===== src/hdl/acr_pkg.sv =====
// Shared types and constants for the alpha coverage rescale block.
// No dependencies; used by every module in hdl/.
`timescale 1ns / 1ps
`default_nettype none
package acr_pkg;

  localparam int FIELDS           = 4;
  localparam int DEF_TILE_TEXELS  = 256;
  localparam int DEF_LANES        = 4;
  localparam int DEF_BISECT_STEPS = 16;

  localparam logic [16:0] SCALE_TOP  = 17'd65536;
  localparam logic [16:0] SCALE_ONE  = 17'd8192;
  localparam logic [24:0] KEEP_LEVEL = 25'd1044480;
  localparam logic [25:0] ROUND_HALF = 26'd4096;
  localparam logic [12:0] ALPHA_MAX  = 13'd255;

  typedef struct packed {
    logic [31:0] texel_a;
    logic [31:0] texel_b;
    logic [31:0] texel_c;
    logic [31:0] texel_d;
    logic [2:0]  texel_count;
    logic        tile_end;
    logic [16:0] target_coverage;
  } in_item_t;

  typedef struct packed {
    logic [31:0] scaled_a;
    logic [31:0] scaled_b;
    logic [31:0] scaled_c;
    logic [31:0] scaled_d;
    logic [2:0]  scaled_count;
    logic        scaled_end;
  } out_item_t;

  typedef struct packed {
    logic clear;
    logic add;
  } merge_ctl_t;

endpackage
`default_nettype wire


===== src/hdl/acr_lane.sv =====
// One texel lane: threshold test and alpha rescale from one multiply.
// Depends on acr_pkg.
`timescale 1ns / 1ps
`default_nettype none
module acr_lane
  import acr_pkg::*;
(
  input  wire logic [31:0] texel,
  input  wire logic [16:0] scale,
  output logic             hit,
  output logic [31:0]      scaled
);

  logic [24:0] prod;
  logic [25:0] rnd;
  logic [12:0] alpha_new;

  assign prod      = {17'd0, texel[31:24]} * scale;
  assign hit       = (prod >= KEEP_LEVEL);
  assign rnd       = {1'b0, prod} + ROUND_HALF;
  assign alpha_new = (rnd[25:13] > ALPHA_MAX) ? ALPHA_MAX : rnd[25:13];
  assign scaled    = {alpha_new[7:0], texel[23:0]};

endmodule
`default_nettype wire


===== config.mk =====
export PLATFORM = sky130hd
export DESIGN_NAME = acr_lane
export DESIGN_NICKNAME = d
export VERILOG_FILES = /design/src/hdl/acr_pkg.sv /design/src/hdl/acr_lane.sv
export SDC_FILE = /design/constraint.sdc
export NUM_CORES = 1
export LEC_CHECK = 0
export ABC_AREA = 1
export BUFFER_PORTS_ARGS = -buffer_cell sky130_fd_sc_hd__buf_2
export CORE_MARGIN = 2
export CORE_UTILIZATION = 45
export DETAILED_ROUTE_END_ITERATION = 6
export PLACE_DENSITY = 0.65
export SLEW_MARGIN = 10
export SYNTH_ARGS = -nofsm -noshare
export SYNTH_HDL_FRONTEND = slang
export SYNTH_SLANG_ARGS = --single-unit

===== constraint.sdc =====
create_clock -name vclk -period 7.4
set_clock_uncertainty 0.1 [all_clocks]
set_input_delay 0.74 -clock vclk [all_inputs]
set_output_delay 0.74 -clock vclk [all_outputs]
set_load 0.005 [all_outputs]

==> impl_metrics.env <==
export IMPL_arrival_ps=5580
export IMPL_netlist_area_um2=5530
export IMPL_clock_buffers=0
export IMPL_holdWs_ps=1380
export IMPL_drc_errors=0
export IMPL_first_pass_iters=4
export IMPL_ir_drop_mv=0.188
export IMPL_synth_compound_area_share_pct=2.78
export IMPL_seqPwrFrac_pct=0
export IMPL_place_area_um2=5580
export IMPL_fin_cells=980
export IMPL_endpoint_kind="output pin"
export IMPL_stdcell_area_um2=5580
export IMPL_cp_start_kind="input pin"
export IMPL_syn_avg_cell_area_um2=6.46
export IMPL_dp_cells=980
export IMPL_ys_seq_area_share_pct=0
export IMPL_nFillCells=1295
export IMPL_wl_per_cell_um=11.9
export IMPL_relSlewSlack_pct=68.1
export IMPL_postRouteAntennaNets=0
export IMPL_worstPathRequired_ps=6560
export IMPL_status="completed"
export IMPL_antenna_found_initial=0
export IMPL_ctsResizeCount=0
export IMPL_die_w_um=115
export IMPL_routabilityCongestion=0.854
export IMPL_grt_pass1_vias=4819
export IMPL_whs_path_depth=0
export IMPL_cts_setup_buffers=0
export IMPL_power_total_mw=2.14
export IMPL_tns_ps=0
export IMPL_pre_cts_ws_ps=961
export IMPL_synth_fa_ha_area_share_pct=43.0
export IMPL_fmax_ghz=0.156
export IMPL_maxCapViolCount=0
export IMPL_min_to="scaled[0]"
export IMPL_gr_usage_all_layers_pct=19.6
export IMPL_area_delta_synth_final_pct=0.883
export IMPL_n_antenna_cell=0
export IMPL_finalHoldViolations=0
export IMPL_combPwrFrac_pct=100.0
export IMPL_ys_warn_count=0
export IMPL_tightest_slew_ps=474
export IMPL_syn_instance_count=856
export IMPL_ios=82
export IMPL_netSwitchingFraction_pct=64.3
export IMPL_slew_violations=0
export IMPL_synthSimpleGateAreaFrac_pct=28.3
export IMPL_muxShareOfSynthArea_pct=0
export IMPL_grt_overflow_total=0
export IMPL_register_area_um2=0
export IMPL_power_leakage_nw=3.83
export IMPL_setup_viol_count_final=0
export IMPL_seq_cell_count=0
export IMPL_vias_per_cell=4.67
export IMPL_vias=4572
export IMPL_layout_drive_gt1_share_pct=8.88
export IMPL_grt_pass1_wl_um=21400
export IMPL_hpwl_um=10000
export IMPL_die_area_um2=13200
export IMPL_wirelength_um=11600
export IMPL_postLayoutCoreUtil_pct=46.4
export IMPL_die_h_um=115
export IMPL_min_period_over_period_pct=86.8
export IMPL_drtIter0Drc=207
export IMPL_rows=40
export IMPL_clkPwrFrac_pct=0
export IMPL_ys_types=33
export IMPL_internal_power_mw=0.763
export IMPL_synthXorXnorAreaFrac_pct=2.35
export IMPL_core_area_um2=12000
export IMPL_power_switching_mw=1.38
export IMPL_final_nets=1020
export IMPL_path_max_fanout=17
export IMPL_initial_core_util_pct=46.0
export IMPL_p_per_area_nw_per_um2=383
export IMPL_grt_setup_unrepaired="no"
export IMPL_synth_top_family_by_area="adder cells"
export IMPL_finalCriticalPeriod_ps=6420
export IMPL_syn_num_nets=1041
export IMPL_portBuffers=34
export IMPL_crit_type="in -> out"
export IMPL_hold_class="in -> out"
export IMPL_min_from="texel[0]"
export IMPL_worst_slack_ps=979
export IMPL_grt_max_degree=18
export IMPL_holdBufCountCts=0
logic make-up after synthesis:
logic type | Yosys count
compound gates | 27
xor+xnor | 14
fa+ha+maj | 136
buf+inv | 323
simple gates | 356
synth_stat cells, types with 4 or more instances:
cell type | number | share of area [%]
clkbuf_1 | 32 | 2.2
nor2_2 | 6 | 0.68
nand2_2 | 17 | 1.9
nand3_1 | 24 | 2.2
nor2_1 | 16 | 1.1
nand3_2 | 4 | 0.72
fa_1 | 90 | 33
xor2_1 | 10 | 1.6
nand4_1 | 14 | 1.6
inv_1 | 263 | 18
buf_4 | 24 | 3.3
ha_1 | 46 | 10
a21oi_1 | 17 | 1.5
nor3_1 | 7 | 0.63
nand2_1 | 258 | 18
per-layer routing:
| metal | part of all wire (%) | GRT usage (%) |
|---|---|---|
| met2 | 51 | 38.3 |
| met3 | 2.1 | 0.896 |
| met1 | 46 | 24.9 |
| met4 | 0.89 | 1.93 |
| met5 | 0 | 0 |
worst max-delay path by stage:
stage	start	to	cells after the start
6_report	texel[30]	scaled[30]	25
3_5_place_dp	texel[30]	scaled[30]	25
3_3_place_gp	texel[30]	scaled[31]	24
4_1_cts	texel[29]	scaled[30]	25
2_1_floorplan	texel[30]	scaled[24]	24
5_1_grt	texel[30]	scaled[27]	25
cell type report:
class / instances / area, um2 / share of cell area [%]
inverter: 266 / 998 / 17.9
multi-input combinational: 533 / 4220 / 75.7
tap: 147 / 184 / 3.30
timing repair buffer: 34 / 170 / 3.05
power groups by stage:
stage	sequential (mW)	combinational (mW)	clock (mW)
3_5_place_dp	0	2.16	0
5_1_grt	0	2.49	0
3_3_place_gp	0	2.15	0
2_1_floorplan	0	1.74	0
4_1_cts	0	2.17	0
6_report	0	2.14	0
cells in the final DEF, fill, tap and decap left out, drive strengths merged, types with 2 or more instances in the layout:
cell type / instances
buf: 34
fa: 90
xor2: 11
nor3: 9
nor2: 25
o21bai: 2
a21oi: 19
nand4: 14
xnor2: 3
inv: 266
o21ai: 4
ha: 46
nand3: 29
nand2: 275
worst max-delay path: stages:
cell	delay [ps]
buf_2	290
nand2_1	80
inv_1	80
fa_1	460
fa_1	540
fa_1	550
inv_1	50
fa_1	520
inv_1	40
ha_1	380
nand2_2	110
nor2_1	140
nand3_1	130
nand3_2	110
nand2_1	50
nand2_1	120
ha_1	180
nand3_1	140
nor2_4	180
nand3_2	130
nor2_1	110
nand2_1	70
nand2_2	140
nand4_1	100
buf_2	130
Power figures use the tool's default switching activity.
