$ cat src/hdl/acr_pkg.sv
// Shared types and constants for the alpha coverage rescale block.
// No dependencies; used by every module in hdl/.
`timescale 1ns / 1ps
`default_nettype none
package acr_pkg;

  localparam int FIELDS           = 4;
  localparam int DEF_TILE_TEXELS  = 256;
  localparam int DEF_LANES        = 4;
  localparam int DEF_BISECT_STEPS = 16;

  localparam logic [16:0] SCALE_TOP  = 17'd65536;
  localparam logic [16:0] SCALE_ONE  = 17'd8192;
  localparam logic [24:0] KEEP_LEVEL = 25'd1044480;
  localparam logic [25:0] ROUND_HALF = 26'd4096;
  localparam logic [12:0] ALPHA_MAX  = 13'd255;

  typedef struct packed {
    logic [31:0] texel_a;
    logic [31:0] texel_b;
    logic [31:0] texel_c;
    logic [31:0] texel_d;
    logic [2:0]  texel_count;
    logic        tile_end;
    logic [16:0] target_coverage;
  } in_item_t;

  typedef struct packed {
    logic [31:0] scaled_a;
    logic [31:0] scaled_b;
    logic [31:0] scaled_c;
    logic [31:0] scaled_d;
    logic [2:0]  scaled_count;
    logic        scaled_end;
  } out_item_t;

  typedef struct packed {
    logic clear;
    logic add;
  } merge_ctl_t;

endpackage
`default_nettype wire

$ cat src/hdl/acr_merge.sv
// Merge stage: counts lane hits and accumulates the kept count of one pass.
// Depends on acr_pkg.
`timescale 1ns / 1ps
`default_nettype none
module acr_merge
  import acr_pkg::*;
#(
  parameter int LN    = 4,
  parameter int CNT_W = 9
) (
  input  wire logic            clk,
  input  wire logic            rst_n,
  input  wire merge_ctl_t      ctl,
  input  wire logic [LN-1:0]   hits,
  output logic [CNT_W-1:0]     kept
);

  logic [CNT_W-1:0] kept_r;
  logic [CNT_W-1:0] kept_nxt;
  logic [CNT_W-1:0] pop;

  always_comb begin
    pop = '0;
    for (int l = 0; l < LN; l++) begin
      pop = pop + CNT_W'(hits[l]);
    end
  end

  always_comb begin
    kept_nxt = kept_r;
    if (ctl.clear) begin
      kept_nxt = '0;
    end else if (ctl.add) begin
      kept_nxt = kept_r + pop;
    end
  end

  always_ff @(posedge clk) begin
    if (!rst_n) begin
      kept_r <= '0;
    end else begin
      kept_r <= kept_nxt;
    end
  end

  assign kept = kept_r;

endmodule
`default_nettype wire

$ cat config.mk
export PLATFORM = sky130hd
export DESIGN_NAME = acr_merge
export DESIGN_NICKNAME = d
export VERILOG_FILES = /design/src/hdl/acr_pkg.sv /design/src/hdl/acr_merge.sv
export SDC_FILE = /design/constraint.sdc
export NUM_CORES = 1
export LEC_CHECK = 0
export BUFFER_PORTS_ARGS = -buffer_cell sky130_fd_sc_hd__buf_2
export CAP_MARGIN = 30
export CORE_AREA = 2 2 39 41
export CTS_BUF_LIST = sky130_fd_sc_hd__clkbuf_4
export DETAILED_ROUTE_END_ITERATION = 16
export DIE_AREA = 0 0 41 43
export PLACE_DENSITY_LB_ADDON = 0.12
export SLEW_MARGIN = 20
export SYNTH_ARGS = -nofsm -noshare
export SYNTH_HDL_FRONTEND = slang
export SYNTH_SLANG_ARGS = --single-unit
$ cat constraint.sdc
create_clock -name clk -period 2.2 [get_ports clk]
set_input_delay 0.33 -clock clk [delete_from_list [all_inputs] [get_ports clk]]
set_output_delay 0.33 -clock clk [all_outputs]
set_load 0.1 [all_outputs]
==> flow_metrics.tcl <==
set metrics [dict create \
    synth_cells 47 \
    fill_cells 152 \
    synth_area_per_cell_um2 9.77 \
    slew_viol_final 0 \
    holdPathStages 2 \
    syn_nets 59 \
    cts_made_buffers 3 \
    total_power_w 0.000374 \
    synth_edf_count 0 \
    finalCriticalPeriod_ns 1.94 \
    ir_drop_uv 325 \
    critPathMaxFanout 4 \
    port_buffers 16 \
    die_h_um 43 \
    grt_max_degree 10 \
    switching_share_pct 28.0 \
    avgViaCountPerCell 4.52 \
    r2r-start "kept[0]$_SDFFE_PP0P_" \
    chipWidth_um 41 \
    drt_iter0_drc 1 \
    async_flop_share_pct 0 \
    power_switching_w 0.000105 \
    area_delta_synth_final_pct 27.8 \
    cts_resized 0 \
    fin_ws_ns 0.265 \
    place_hpwl_um 661 \
    place_ws_ns -0.0311 \
    crit_path_end_kind "register" \
    avgRoutedWirePerCell_um 10.3 \
    outcome "finished clean" \
    layoutNonFillerInstCount 82 \
    r2r_slack_ns 0.60 \
    worstSkewPairLatency_ns 0.26 \
    setup_viol 0 \
    routabilityCongestion 0.698 \
    ios 17 \
    synth_flop_cell "dfxtp_1" \
    drt-pass1-iter-count 3 \
    fmax_ghz 0.517 \
    arrival_ns 2.08 \
    synth_top_area_share_pct 39.2 \
    yosysUniqueCellTypes 18 \
    track_usage_pct 12.5 \
    rows 14 \
    ys_top_cells_by_count "dfxtp_1 (9), nor2_1 (9), xor2_1 (6)" \
    cap_violations 0 \
    clock_skew_ns 0.000224 \
    criticalPathCategory "primary input to register" \
    ys_seq_elements 9 \
    root_buffer "clkbuf_4" \
    p_leak_nw 0.278 \
    core_area_um2 1380 \
    setup.worst_path.start "hits[0]" \
    internal-power_w 0.000269 \
    grt_first_pass_wirelength_mm 1.43 \
    synth_area_um2 459 \
    relSlewSlack_pct 67.9 \
    finalCritPeriodShare_pct 88.0 \
    hold_viol 0 \
    r2r_end "kept[8]$_SDFFE_PP0P_" \
    largest_reg_flops 9 \
    cts_sinks 9 \
    drc_errors 0 \
    hold_path.class "primary input to register" \
    reg2reg_depth 7 \
    cellPowerDensity_nw_per_um2 637 \
    overflow 0 \
    vias 371 \
    cp-start-kind "primary input" \
    yosys.area.top_type "dfxtp_1" \
    clk_pin_slew_ns 0.06 \
    yosys_warnings 0 \
    wl_um 842 \
    crit_end "kept[8]$_SDFFE_PP0P_" \
    start_util_pct 33.2 \
    power.share.combinational_pct 17.4 \
    drtAntennaViolNets 0 \
    cts_tree "done" \
    max_slew.worst_pin.slew_ns 0.485 \
    crit_required_ns 2.34 \
    drive_gt1_share_pct 33.3 \
    diodes 0 \
    hold_buffers 0 \
    seq_area_frac_synth_pct 39.2 \
    rsz0062_at_grt "no" \
    htreeDepth 1 \
    layout.nets 79 \
    power_frac_seq_pct 45.3 \
    whs_ns 0.323 \
    post_cts_buffers 0 \
    antenna_found_initial 0 \
    clk_path_buf_depth 2 \
    dieArea_um2 1760 \
    clkPwrFrac_pct 37.3 \
    dp.cells 78 \
    grt_pass1_vias 323 \
    synth_area_leaders "dfxtp_1 (39%), fa_1 (13%), xor2_1 (11%)" \
]
==> kinds of logic (layout without fill, tap and decap cells) <==
group | after synthesis | after routing | share of synthesized area (%)
and+or+nand+nor | 17 | 17 | 18.8
adders and majority gates | 4 | 4 | 15.8
buffers and inverters | 5 | 24 | 4.09
DFF | 9 | 9 | 39.2
muxes | 1 | 1 | 2.18
xor gates and xnor gates | 7 | 7 | 13.4
AOI/OAI and AO/OA | 4 | 4 | 6.54
==> worst min path at each step <==
stage / end / from
floorplan: kept[0]$_SDFFE_PP0P_ / ctl[0]
global placement: kept[0]$_SDFFE_PP0P_ / kept[0]$_SDFFE_PP0P_
CTS: kept[0]$_SDFFE_PP0P_ / ctl[0]
finish: kept[0]$_SDFFE_PP0P_ / ctl[0]
global route: kept[0]$_SDFFE_PP0P_ / ctl[0]
detailed placement: kept[0]$_SDFFE_PP0P_ / kept[0]$_SDFFE_PP0P_
==> layer usage <==
| layer | part of all wire (%) | routed length (µm) | GRT usage, % | vias to the layer above |
|---|---|---|---|---|
| met3 | 7.2 | 61 | 9.42 | 2 |
| met4 | 1.4 | 12 | 4.00 | 0 |
| met2 | 47 | 392 | 15.6 | 10 |
| met1 | 45 | 376 | 16.4 | 168 |
| met5 | 0 | 0 | 0 | - |
| li1 | - | - | - | 191 |
==> area by class of cell <==
| class | count | area [µm²] | share of cell area, % |
|---|---|---|---|
| inverter | 4 | 15.0 | 2.56 |
| sequential | 9 | 181 | 30.9 |
| timing repair buffer | 16 | 80.1 | 13.6 |
| tap | 16 | 20.0 | 3.41 |
| clock buffer | 4 | 30.0 | 5.12 |
| multi-input combinational | 33 | 260 | 44.3 |
==> cell usage in the layout, fill, tap and decap left out, types with 2 or more instances in the layout <==
| master | instances |
|---|---|
| dfxtp_1 | 8 |
| fa_1 | 3 |
| inv_1 | 4 |
| buf_2 | 16 |
| xor2_1 | 6 |
| o211ai_1 | 3 |
| clkbuf_4 | 4 |
| nand2_1 | 2 |
| nor2_1 | 9 |
==> through the flow <==
step           cell area (µm²)  setup TNS, ns  util, %
3_5_place_dp               557        -0.0311     40.2
3_3_place_gp               557        -0.0265     40.2
6_report                   587              0     42.4
5_1_grt                    587              0     42.4
4_1_cts                    587              0     42.4
2_1_floorplan              460              0        -
==> worst max-delay path: stages <==
cell     delay (ns)
buf_2          0.11
fa_1           0.52
inv_1          0.05
fa_1           0.38
inv_1          0.08
fa_1           0.24
and4_1         0.22
xnor2_1        0.11
nor2_1         0.05
==> power by group through the flow <==
stage | Sequential (W) | Clock, W | Combinational [W]
after detailed placement | 0.000173 | 0 | 0.0000664
after global placement | 0.000173 | 0 | 0.0000654
after CTS | 0.000169 | 0.000144 | 0.0000665
after global routing | 0.000170 | 0.000153 | 0.0000748
final | 0.000169 | 0.000140 | 0.0000650
after floorplan | 0.000193 | 0 | 0.0000285
Power figures use the tool's default switching activity.
